==> src/sv/psd_pkg.sv <==
// Shared types, constants and the CRC-32 byte step for the PNG stored-deflate encoder.
// No dependencies.
package psd_pkg;

    localparam int unsigned MaxSide        = 4096;
    localparam int unsigned StoredBlockMax = 65535;
    localparam int unsigned AdlerMod       = 65521;
    localparam logic [31:0] CrcPoly        = 32'hEDB88320;
    localparam int unsigned SideW          = 13;
    localparam int unsigned RowBytesW      = 15;
    localparam int unsigned TotalW         = 27;
    localparam int unsigned IdxW           = 5;

    localparam logic [7:0] ZlibCmf = 8'h78;
    localparam logic [7:0] ZlibFlg = 8'h01;

    localparam logic [7:0] PngSig [8] = '{8'd137, 8'd80, 8'd78, 8'd71,
                                          8'd13, 8'd10, 8'd26, 8'd10};
    localparam logic [7:0] IendChunk [12] = '{8'h00, 8'h00, 8'h00, 8'h00,
                                              8'h49, 8'h45, 8'h4E, 8'h44,
                                              8'hAE, 8'h42, 8'h60, 8'h82};
    localparam logic [7:0] IdatType [4] = '{8'h49, 8'h44, 8'h41, 8'h54};

    localparam logic CfgWidth  = 1'b0;
    localparam logic CfgHeight = 1'b1;

    typedef enum logic [4:0] {
        ST_IDLE, ST_SIG, ST_IHLEN, ST_IHDR, ST_IHCRC, ST_IDLEN, ST_IDTYPE,
        ST_ZHDR, ST_SCAN, ST_BHDR, ST_DATA, ST_CHK, ST_ADLER, ST_CRC,
        ST_IEND, ST_WAIT, ST_DONE
    } t_state;

    typedef struct packed {
        t_state state;
        logic   emit;
        logic   idx_inc;
        logic   idx_clr;
        logic   crc_init;
        logic   crc_upd;
        logic   accept;
        logic   start;
        logic   data_step;
        logic   idle;
        logic   done;
    } t_cmd;

    typedef struct packed {
        logic [IdxW-1:0] idx;
        logic            fill_zero;
        logic            filt;
        logic            img_done;
        logic            out_free;
    } t_status;

    function automatic logic [31:0] crc_byte(input logic [31:0] crc, input logic [7:0] b);
        logic [31:0] r;
        r = crc ^ {24'd0, b};
        for (int k = 0; k < 8; k++) begin
            r = (r >> 1) ^ (CrcPoly & {32{r[0]}});
        end
        return r;
    endfunction

endpackage

==> src/sv/psd_pix_if.sv <==
// Input channel: one RGBA channel byte per beat.
// Standalone interface, no dependencies.
interface psd_pix_if;
    logic       valid;
    logic       ready;
    logic [7:0] pixel_byte;
    modport source (output valid, output pixel_byte, input ready);
    modport sink (input valid, input pixel_byte, output ready);
endinterface

==> src/sv/psd_out_if.sv <==
// Output channel: one PNG file byte per beat, with end-of-file flag.
// Standalone interface, no dependencies.
interface psd_out_if;
    logic       valid;
    logic       ready;
    logic [7:0] out_byte;
    logic       last_byte;
    modport source (output valid, output out_byte, output last_byte, input ready);
    modport sink (input valid, input out_byte, input last_byte, output ready);
endinterface

==> src/sv/psd_ctrl.sv <==
// Sequencer for the PNG byte stream: walks the file sections one byte per step.
// Depends on psd_pkg.
module psd_ctrl import psd_pkg::*; (
    input  logic    i_clk,
    input  logic    i_rst_n,
    input  logic    i_valid,
    output logic    o_ready,
    input  t_status i_status,
    output t_cmd    o_cmd
);

    t_state r_state, n_state;
    logic   w_emits;
    logic   w_last;
    logic   w_emit;
    logic [IdxW-1:0] w_len_m1;

    always_ff @(posedge i_clk) begin
        if (!i_rst_n) begin
            r_state <= ST_IDLE;
        end else begin
            r_state <= n_state;
        end
    end

    always_comb begin
        w_emits  = 1'b1;
        w_len_m1 = '0;
        unique case (r_state)
            ST_SIG:    w_len_m1 = IdxW'(7);
            ST_IHLEN:  w_len_m1 = IdxW'(3);
            ST_IHDR:   w_len_m1 = IdxW'(16);
            ST_IHCRC:  w_len_m1 = IdxW'(3);
            ST_IDLEN:  w_len_m1 = IdxW'(3);
            ST_IDTYPE: w_len_m1 = IdxW'(3);
            ST_ZHDR:   w_len_m1 = IdxW'(1);
            ST_BHDR:   w_len_m1 = IdxW'(4);
            ST_DATA:   w_len_m1 = '0;
            ST_ADLER:  w_len_m1 = IdxW'(3);
            ST_CRC:    w_len_m1 = IdxW'(3);
            ST_IEND:   w_len_m1 = IdxW'(11);
            default:   w_emits  = 1'b0;
        endcase
        w_last = (i_status.idx == w_len_m1);
        w_emit = w_emits && i_status.out_free;
    end

    always_comb begin
        n_state = r_state;
        unique case (r_state)
            ST_IDLE:   if (i_valid) n_state = ST_SIG;
            ST_SIG:    if (w_emit && w_last) n_state = ST_IHLEN;
            ST_IHLEN:  if (w_emit && w_last) n_state = ST_IHDR;
            ST_IHDR:   if (w_emit && w_last) n_state = ST_IHCRC;
            ST_IHCRC:  if (w_emit && w_last) n_state = ST_IDLEN;
            ST_IDLEN:  if (w_emit && w_last) n_state = ST_IDTYPE;
            ST_IDTYPE: if (w_emit && w_last) n_state = ST_ZHDR;
            ST_ZHDR:   if (w_emit && w_last) n_state = ST_SCAN;
            ST_SCAN:   n_state = i_status.fill_zero ? ST_BHDR : ST_DATA;
            ST_BHDR:   if (w_emit && w_last) n_state = ST_DATA;
            ST_DATA:   if (w_emit) n_state = i_status.filt ? ST_SCAN : ST_CHK;
            ST_CHK:    n_state = i_status.img_done ? ST_ADLER : ST_WAIT;
            ST_ADLER:  if (w_emit && w_last) n_state = ST_CRC;
            ST_CRC:    if (w_emit && w_last) n_state = ST_IEND;
            ST_IEND:   if (w_emit && w_last) n_state = ST_DONE;
            ST_WAIT:   if (i_valid) n_state = ST_SCAN;
            ST_DONE:   n_state = ST_DONE;
            default:   n_state = ST_IDLE;
        endcase
    end

    always_comb begin
        o_ready          = (r_state == ST_IDLE) || (r_state == ST_WAIT) || (r_state == ST_DONE);
        o_cmd.state      = r_state;
        o_cmd.emit       = w_emit;
        o_cmd.idx_inc    = w_emit && !w_last;
        o_cmd.idx_clr    = w_emit && w_last;
        o_cmd.crc_init   = w_emit && ((r_state == ST_IHLEN) || (r_state == ST_IDLEN));
        o_cmd.crc_upd    = w_emit && ((r_state == ST_IHDR) || (r_state == ST_IDTYPE)
                           || (r_state == ST_ZHDR) || (r_state == ST_BHDR)
                           || (r_state == ST_DATA) || (r_state == ST_ADLER));
        o_cmd.accept     = o_ready && i_valid;
        o_cmd.start      = (r_state == ST_SIG);
        o_cmd.data_step  = w_emit && (r_state == ST_DATA);
        o_cmd.idle       = (r_state == ST_IDLE);
        o_cmd.done       = (r_state == ST_DONE);
    end

endmodule

==> src/sv/psd_dp.sv <==
// Datapath: size registers, length precompute, counters, CRC-32, Adler-32, output register.
// Depends on psd_pkg.
module psd_dp import psd_pkg::*; (
    input  logic             i_clk,
    input  logic             i_rst_n,
    input  logic             i_cfg_we,
    input  logic             i_cfg_idx,
    input  logic [SideW-1:0] i_cfg_data,
    input  logic [7:0]       i_pixel_byte,
    input  logic             i_out_ready,
    output logic             o_out_valid,
    output logic [7:0]       o_out_byte,
    output logic             o_out_last,
    input  t_cmd             i_cmd,
    output t_status          o_status
);

    logic [SideW-1:0]     r_width, r_height, w_clamped;
    logic [TotalW-1:0]    r_total;
    logic [10:0]          r_blocks;
    logic [31:0]          r_idat_len;
    logic [IdxW-1:0]      r_idx;
    logic [RowBytesW-1:0] r_bytes_in_row;
    logic [SideW-1:0]     r_rows_done;
    logic [15:0]          r_block_fill;
    logic [TotalW-1:0]    r_left;
    logic [31:0]          r_crc;
    logic [15:0]          r_adler_low, r_adler_high;
    logic                 r_filt;
    logic [7:0]           r_pix;
    logic                 r_ovalid, r_olast;
    logic [7:0]           r_obyte;

    logic [10:0]  w_q;
    logic [16:0]  w_r;
    logic [10:0]  w_blocks;
    logic [7:0]   w_byte;
    logic [7:0]   w_data;
    logic [15:0]  w_len;
    logic         w_final;
    logic [31:0]  w_word;
    logic [1:0]   w_bsel;
    logic [16:0]  w_lo_sum, w_hi_sum;
    logic [15:0]  w_lo_new, w_hi_new;
    logic [RowBytesW-1:0] w_row_next;

    always_comb begin
        if (i_cfg_data == '0) begin
            w_clamped = SideW'(1);
        end else if (i_cfg_data > SideW'(MaxSide)) begin
            w_clamped = SideW'(MaxSide);
        end else begin
            w_clamped = i_cfg_data;
        end
    end

    always_ff @(posedge i_clk) begin
        if (!i_rst_n) begin
            r_width  <= SideW'(1);
            r_height <= SideW'(1);
        end else if (i_cfg_we && i_cmd.idle) begin
            if (i_cfg_idx == CfgWidth) r_width <= w_clamped;
            if (i_cfg_idx == CfgHeight) r_height <= w_clamped;
        end
    end

    // ceil(total / 65535): q = total >> 16, remainder = low half + q, one correction
    always_comb begin
        w_q = r_total[26:16];
        w_r = {1'b0, r_total[15:0]} + {6'd0, w_q};
        if (w_r >= 17'(StoredBlockMax)) begin
            w_q = w_q + 11'd1;
            w_r = w_r - 17'(StoredBlockMax);
        end
        w_blocks = w_q + {10'd0, (w_r != '0)};
    end

    always_ff @(posedge i_clk) begin
        r_total    <= TotalW'(r_height * {r_width, 2'b01});
        r_blocks   <= w_blocks;
        r_idat_len <= 32'(r_total) + 32'd6 + 32'(r_blocks) * 32'd5;
    end

    always_comb begin
        w_row_next = r_bytes_in_row + RowBytesW'(1);
        w_lo_sum   = {1'b0, r_adler_low} + {9'd0, w_data};
        w_lo_new   = (w_lo_sum >= 17'(AdlerMod)) ? 16'(w_lo_sum - 17'(AdlerMod))
                                                 : w_lo_sum[15:0];
        w_hi_sum   = {1'b0, r_adler_high} + {1'b0, w_lo_new};
        w_hi_new   = (w_hi_sum >= 17'(AdlerMod)) ? 16'(w_hi_sum - 17'(AdlerMod))
                                                 : w_hi_sum[15:0];
    end

    always_ff @(posedge i_clk) begin
        if (!i_rst_n) begin
            r_idx          <= '0;
            r_bytes_in_row <= '0;
            r_rows_done    <= '0;
            r_block_fill   <= '0;
            r_left         <= '0;
            r_crc          <= '1;
            r_adler_low    <= 16'd1;
            r_adler_high   <= '0;
            r_filt         <= 1'b0;
            r_ovalid       <= 1'b0;
        end else begin
            if (i_cmd.idx_clr) begin
                r_idx <= '0;
            end else if (i_cmd.idx_inc) begin
                r_idx <= r_idx + IdxW'(1);
            end
            if (i_cmd.start) r_left <= r_total;
            if (i_cmd.accept && !i_cmd.done) r_filt <= (r_bytes_in_row == '0);
            if (i_cmd.crc_init) begin
                r_crc <= '1;
            end else if (i_cmd.crc_upd) begin
                r_crc <= crc_byte(r_crc, w_byte);
            end
            if (i_cmd.data_step) begin
                r_adler_low  <= w_lo_new;
                r_adler_high <= w_hi_new;
                r_block_fill <= (r_block_fill + 16'd1 >= 16'(StoredBlockMax))
                                ? '0 : r_block_fill + 16'd1;
                if (r_left != '0) r_left <= r_left - TotalW'(1);
                if (r_filt) begin
                    r_filt <= 1'b0;
                end else if (w_row_next >= {r_width, 2'b00}) begin
                    r_bytes_in_row <= '0;
                    r_rows_done    <= r_rows_done + SideW'(1);
                end else begin
                    r_bytes_in_row <= w_row_next;
                end
            end
            if (i_cmd.emit) begin
                r_ovalid <= 1'b1;
            end else if (i_out_ready) begin
                r_ovalid <= 1'b0;
            end
        end
    end

    always_ff @(posedge i_clk) begin
        if (i_cmd.accept) r_pix <= i_pixel_byte;
        if (i_cmd.emit) begin
            r_obyte <= w_byte;
            r_olast <= (i_cmd.state == ST_IEND) && (r_idx == IdxW'(11));
        end
    end

    always_comb begin
        w_data  = r_filt ? 8'd0 : r_pix;
        w_final = (r_left <= TotalW'(StoredBlockMax));
        w_len   = w_final ? r_left[15:0] : 16'(StoredBlockMax);
        w_bsel  = r_idx[1:0];
        w_word  = ~r_crc;
        w_byte  = 8'd0;
        unique case (i_cmd.state)
            ST_ADLER: w_word = {r_adler_high, r_adler_low};
            ST_IDLEN: w_word = r_idat_len;
            default:  w_word = ~r_crc;
        endcase
        unique case (i_cmd.state)
            ST_SIG:    w_byte = PngSig[r_idx[2:0]];
            ST_IHLEN:  w_byte = (r_idx == IdxW'(3)) ? 8'd13 : 8'd0;
            ST_IHDR: begin
                unique case (r_idx)
                    IdxW'(0):  w_byte = 8'h49;
                    IdxW'(1):  w_byte = 8'h48;
                    IdxW'(2):  w_byte = 8'h44;
                    IdxW'(3):  w_byte = 8'h52;
                    IdxW'(6):  w_byte = {3'd0, r_width[12:8]};
                    IdxW'(7):  w_byte = r_width[7:0];
                    IdxW'(10): w_byte = {3'd0, r_height[12:8]};
                    IdxW'(11): w_byte = r_height[7:0];
                    IdxW'(12): w_byte = 8'd8;
                    IdxW'(13): w_byte = 8'd6;
                    default:   w_byte = 8'd0;
                endcase
            end
            ST_IHCRC, ST_IDLEN, ST_ADLER, ST_CRC: begin
                unique case (w_bsel)
                    2'd0: w_byte = w_word[31:24];
                    2'd1: w_byte = w_word[23:16];
                    2'd2: w_byte = w_word[15:8];
                    default: w_byte = w_word[7:0];
                endcase
            end
            ST_IDTYPE: w_byte = IdatType[w_bsel];
            ST_ZHDR:   w_byte = r_idx[0] ? ZlibFlg : ZlibCmf;
            ST_BHDR: begin
                unique case (r_idx)
                    IdxW'(0): w_byte = {7'd0, w_final};
                    IdxW'(1): w_byte = w_len[7:0];
                    IdxW'(2): w_byte = w_len[15:8];
                    IdxW'(3): w_byte = ~w_len[7:0];
                    default:  w_byte = ~w_len[15:8];
                endcase
            end
            ST_DATA:   w_byte = w_data;
            ST_IEND:   w_byte = IendChunk[r_idx[3:0]];
            default:   w_byte = 8'd0;
        endcase
    end

    assign o_out_valid        = r_ovalid;
    assign o_out_byte         = r_obyte;
    assign o_out_last         = r_olast;
    assign o_status.idx       = r_idx;
    assign o_status.fill_zero = (r_block_fill == '0);
    assign o_status.filt      = r_filt;
    assign o_status.img_done  = (r_rows_done >= r_height);
    assign o_status.out_free  = !r_ovalid || i_out_ready;

endmodule

==> src/sv/png_stored_deflate_encoder.sv <==
// PNG encoder, 8-bit RGBA, stored deflate. Each accepted pixel byte yields its file bytes
// one per cycle while the output is taken; the first byte also yields the 43-byte file and
// zlib header, each row start a filter byte, every 65535 scanline bytes a 5-byte block
// header, and the last pixel the 20-byte trailer. For each item a block boundary check
// precedes each scanline byte it carries, and its bytes are followed by an image-end
// check, then the wait for input or the trailer; output stalls hold the sequence. The
// block takes no new item until that sequence is done. Sizes are written only before the
// first pixel byte (0 reads as 1, above 4096 as 4096). Bytes after the image are dropped.
module png_stored_deflate_encoder import psd_pkg::*; (
    input  logic             i_clk,
    input  logic             i_rst_n,
    psd_pix_if.sink          s_pix,
    psd_out_if.source        m_out,
    input  logic             i_cfg_we,
    input  logic             i_cfg_idx,
    input  logic [SideW-1:0] i_cfg_data
);

    t_cmd    w_cmd;
    t_status w_status;

    psd_ctrl u_ctrl (
        .i_clk    (i_clk),
        .i_rst_n  (i_rst_n),
        .i_valid  (s_pix.valid),
        .o_ready  (s_pix.ready),
        .i_status (w_status),
        .o_cmd    (w_cmd)
    );

    psd_dp u_dp (
        .i_clk        (i_clk),
        .i_rst_n      (i_rst_n),
        .i_cfg_we     (i_cfg_we),
        .i_cfg_idx    (i_cfg_idx),
        .i_cfg_data   (i_cfg_data),
        .i_pixel_byte (s_pix.pixel_byte),
        .i_out_ready  (m_out.ready),
        .o_out_valid  (m_out.valid),
        .o_out_byte   (m_out.out_byte),
        .o_out_last   (m_out.last_byte),
        .i_cmd        (w_cmd),
        .o_status     (w_status)
    );

    a_nothing_after_last: assert property (@(posedge i_clk) disable iff (!i_rst_n)
        m_out.valid && m_out.ready && m_out.last_byte |=> !m_out.valid)
        else $error("beat after end of file");

    a_busy_after_accept: assert property (@(posedge i_clk) disable iff (!i_rst_n)
        s_pix.valid && s_pix.ready && !w_cmd.done |=> !s_pix.ready)
        else $error("input taken while previous byte in progress");

    a_emit_only_free: assert property (@(posedge i_clk) disable iff (!i_rst_n)
        w_cmd.emit |-> w_status.out_free)
        else $error("output register overwritten");

endmodule

==> src/flat_wrapper.sv <==
// flat-port wrapper written by rule: the top's interface ports become plain ports
module png_stored_deflate_encoder_flat import psd_pkg::*;
  (i_clk, i_rst_n, i_cfg_we, i_cfg_idx, i_cfg_data, s_pix_valid, s_pix_pixel_byte, s_pix_ready, m_out_valid, m_out_out_byte, m_out_last_byte, m_out_ready);
  psd_pix_if s_pix_i ();
  psd_out_if m_out_i ();
  input  logic i_clk;
  input  logic i_rst_n;
  input  logic i_cfg_we;
  input  logic i_cfg_idx;
  input  logic [SideW-1:0] i_cfg_data;
  input wire logic [$bits(s_pix_i.valid)-1:0] s_pix_valid;
  input wire logic [$bits(s_pix_i.pixel_byte)-1:0] s_pix_pixel_byte;
  output wire logic [$bits(s_pix_i.ready)-1:0] s_pix_ready;
  output wire logic [$bits(m_out_i.valid)-1:0] m_out_valid;
  output wire logic [$bits(m_out_i.out_byte)-1:0] m_out_out_byte;
  output wire logic [$bits(m_out_i.last_byte)-1:0] m_out_last_byte;
  input wire logic [$bits(m_out_i.ready)-1:0] m_out_ready;
  assign s_pix_i.valid = s_pix_valid;
  assign s_pix_i.pixel_byte = s_pix_pixel_byte;
  assign s_pix_ready = s_pix_i.ready;
  assign m_out_valid = m_out_i.valid;
  assign m_out_out_byte = m_out_i.out_byte;
  assign m_out_last_byte = m_out_i.last_byte;
  assign m_out_i.ready = m_out_ready;
  png_stored_deflate_encoder u_core (.i_clk(i_clk), .i_rst_n(i_rst_n), .s_pix(s_pix_i), .m_out(m_out_i), .i_cfg_we(i_cfg_we), .i_cfg_idx(i_cfg_idx), .i_cfg_data(i_cfg_data));
endmodule
==> config.mk <==
export PLATFORM = sky130hd
export DESIGN_NAME = png_stored_deflate_encoder_flat
export DESIGN_NICKNAME = d
export VERILOG_FILES = /design/src/sv/psd_pkg.sv /design/src/sv/psd_pix_if.sv /design/src/sv/psd_out_if.sv /design/src/sv/psd_ctrl.sv /design/src/sv/psd_dp.sv /design/src/sv/png_stored_deflate_encoder.sv /design/src/flat_wrapper.sv
export SDC_FILE = /design/constraint.sdc
export NUM_CORES = 1
export LEC_CHECK = 0
export BUFFER_PORTS_ARGS = -buffer_cell sky130_fd_sc_hd__buf_2
export CELL_PAD_IN_SITES_DETAIL_PLACEMENT = 1
export CELL_PAD_IN_SITES_GLOBAL_PLACEMENT = 1
export CORE_MARGIN = 2
export CORE_UTILIZATION = 45
export DETAILED_ROUTE_END_ITERATION = 10
export PLACE_DENSITY = 0.78
export SKIP_LAST_GASP = 1
export SYNTH_ARGS = -nofsm -noshare
export SYNTH_HDL_FRONTEND = slang
export SYNTH_HIERARCHICAL = 1
export SYNTH_SLANG_ARGS = --single-unit
==> constraint.sdc <==
create_clock -name i_clk -period 17.05 [get_ports i_clk]
set_input_delay 0.8525 -clock i_clk [delete_from_list [all_inputs] [get_ports i_clk]]
set_output_delay 0.8525 -clock i_clk [all_outputs]
set_load 0.05 [all_outputs]
==> impl_metrics.toml <==
[grt]
antenna_found_initial = 0
grt_max_degree = 75
grt_usage = 0.289
grt_pass1_wl_um = 132000
overflow = 0
first_global_vias = 23500

[sta]
slew_viol_final = 0
max_freq_mhz = 138
hold_viol = 0
finalClockSkew_ns = 0.0144
setup_viol = 0
rsz0062_at_grt = "false"
period_needed_ns = 7.27
tightest_slew_ns = 1.11
layout_setup_ws_ns = 9.78
slew_headroom = 0.239
worst_hold_slack_ns = 0.442
period_share = 0.426
setup_tns_ns = 0

[flow_run]
drv_cap = 0

[layout]
final_util = 0.483
drive_above_1_share = 0.0673
multi_input_area_sq_um = 17700
register_area_sq_um = 5300
n_antenna_cell = 0
area_growth_pct = 6.80
nFillCells = 6628
nNetsFinal = 3371

[drt]
wirelength_um = 82600
drtIter0Drc = 1554
ant_nets = 0
viasPerCell = 6.04
drtPass1Iterations = 5
via_count = 22600
detail_route.wl_per_cell_um = 22.1
drc = 0

[die]
ios = 38
initial_core_util = 0.452
dieArea_sq_um = 57000
rows = 86
coreArea_sq_um = 54800
dieHeight_um = 239
die_x_um = 239

[yosys]
syn_area_per_cell_sq_um = 8.06
synth_edf_count = 17
syn_inst = 3075
synth-seq-cells = 256
ys_seq_area_frac = 0.214
synthDistinctLibCells = 115
synth_nets = 3438
synth_area_sq_um = 24800
yosys_warnings = 6
synth_top_cell_by_area = "dfxtp_1"
synth_area_leaders = "dfxtp_1 19%, fa_1 12%, ha_1 9.6%"
ys_async_sr_fraction = 0
synth_ff_type = "dfxtp_1"
synth_top_area_frac = 0.193

[clock_network]
cts_root_buffer = "clkbuf_16"
clock_latency_ns = 0.60
cts.sinks = 256
htree_levels = 1
hold_buffers = 0
cts_resized = 0
cts_buffer_depth = 3
cts_buffers = 31
postCtsSetupBuffers = 0
clk_pin_slew_ns = 0.06
cts_tree = "done"

[worst_setup_path]
path_delay_family = "compound AO/OA/AOI/OAI gates"
crit_buf_inv = 2
required_ns = 17.53
slowest_delay_ns = 0.60
cp-end-kind = "flop"
crit_fanout = 16
critical_path_arrival_ns = 7.75
critical_path_class = "flop to flop"
startpoint_type = "flop"
slowest_stage = "dfxtp_1"

[power]
p_leak_uw = 0.0112
peakVddDrop_uv = 64.5
powerDensity_nw_per_um2 = 98.1
total_power_uw = 2600

[place]
numPortBuffers = 37
dpl.hpwl_um = 62500
place.gp.congestion = 0.942
pre_cts_slack_ns = 9.90

[min_path]
hold_class = "primary input to flop"

[status]
status = "finished clean"
[stage by stage]
stage,std cells,cell area [sq um]
6_report,3736,26500
5_1_grt,3736,26500
4_1_cts,3736,26500
3_5_place_dp,3679,25400
3_3_place_gp,3679,25400
2_1_floorplan,3075,24800
[registers in the layout (all words and copies together), names as in the netlist, 8 cells and up]
| name | cells |
|---|---|
| u_core/u_dp/o_out_byte | 8 |
| u_core/u_dp/r_adler_high | 16 |
| u_core/u_dp/r_adler_low | 16 |
| u_core/u_dp/r_block_fill | 16 |
| u_core/u_dp/r_blocks | 11 |
| u_core/u_dp/r_bytes_in_row | 15 |
| u_core/u_dp/r_crc | 32 |
| u_core/u_dp/r_height | 13 |
| u_core/u_dp/r_idat_len | 28 |
| u_core/u_dp/r_left | 27 |
| u_core/u_dp/r_pix | 8 |
| u_core/u_dp/r_rows_done | 13 |
| u_core/u_dp/r_total | 27 |
| u_core/u_dp/r_width | 13 |
[path summary, 6_finish.rpt]
kind | from | to | cells past startpoint | slack, ns
setup / recovery | u_core/u_dp/r_filt | u_core/u_dp/r_adler_high[10] | 27 | 9.78
hold / removal | s_pix_pixel_byte[6] | u_core/u_dp/r_pix[6] | 1 | 0.44
setup reg to reg | u_core/u_dp/r_filt | u_core/u_dp/r_adler_high[10] | 27 | 9.78
hold reg to reg | u_core/u_dp/r_rows_done[9] | u_core/u_dp/r_rows_done[9] | 2 | 0.50
[final cells by class]
type | count | area share
clock buffers | 36 | 0.0320
clock inverters | 21 | 0.00790
inverters | 299 | 0.0424
multi-input cells | 2357 | 0.670
flip-flops and latches | 256 | 0.200
well taps | 704 | 0.0333
repair buffers | 63 | 0.0144
[cell families (layout without fill, tap and decap cells)]
kind of cell	after synthesis	after routing	synth area share
and+or+nand+nor	1102	1102	0.221
AOI/OAI and AO/OA	664	664	0.177
buffers and inverters	462	419	0.0721
adders and majority gates	336	336	0.214
DFF	256	256	0.214
xor gates and xnor gates	222	222	0.0889
muxes	33	33	0.0136
[synth_stat cells (19+ instances only)]
master and number:
mux2i_1 28, dfxtp_1 239, clkbuf_1 138, nor2_1 232, or3_1 27, nor2b_1 51
a31oi_1 28, nand4_1 32, o211ai_1 20, fa_1 145, ha_1 191, nor3_1 77
nand3b_1 19, and2_1 40, and3_1 42, inv_1 292, o21a_1 24, nand3_1 73
nand2_1 347, a21oi_1 165, xnor2_1 128, a21o_1 24, nor4_1 32, a211oi_1 25
xor2_1 74, nor3b_1 24, o21ai_0 148, nand2b_1 40
[cells in the final DEF (no fill, tap or decap), types with 11 or more instances in the layout]
cell type and n:
ha_1 191, a21oi_1 165, nor4_1 32, nand2b_1 40, edfxtp_1 17, nor3b_1 24
a211oi_1 25, xor2_1 74, buf_4 26, buf_2 37, o211ai_1 20, inv_1 292
a221oi_1 15, or2_2 17, and2_1 40, o21ai_0 147, clkbuf_16 33, xnor2_1 128
nand3b_1 19, dfxtp_1 239, o31ai_1 13, a21o_1 24, a22oi_1 11, a31oi_1 28
o21ai_1 18, o22ai_1 17, or3_1 27, nand3_1 73, nand4_1 32, and3_1 42
o21bai_1 11, nor2_1 229, nand2_1 347, mux2i_1 28, fa_1 145, nor3_1 77
o21a_1 24, nor2b_1 51
[power by group]
group	internal (uW)	switching, uW	total [uW]	leakage, uW
Clock	390	296	686	0.000497
Combinational	411	693	1100	0.00856
Sequential	685	121	806	0.00210
Total	1490	1110	2600	0.0112
[routing by layer]
layer	share of wire	GRT usage	vias to the layer above
li1	-	-	10500
met1	0.44	0.388	11400
met2	0.48	0.497	554
met3	0.044	0.0242	143
met4	0.028	0.0816	0
met5	0	0	-
Power figures use the tool's default switching activity.
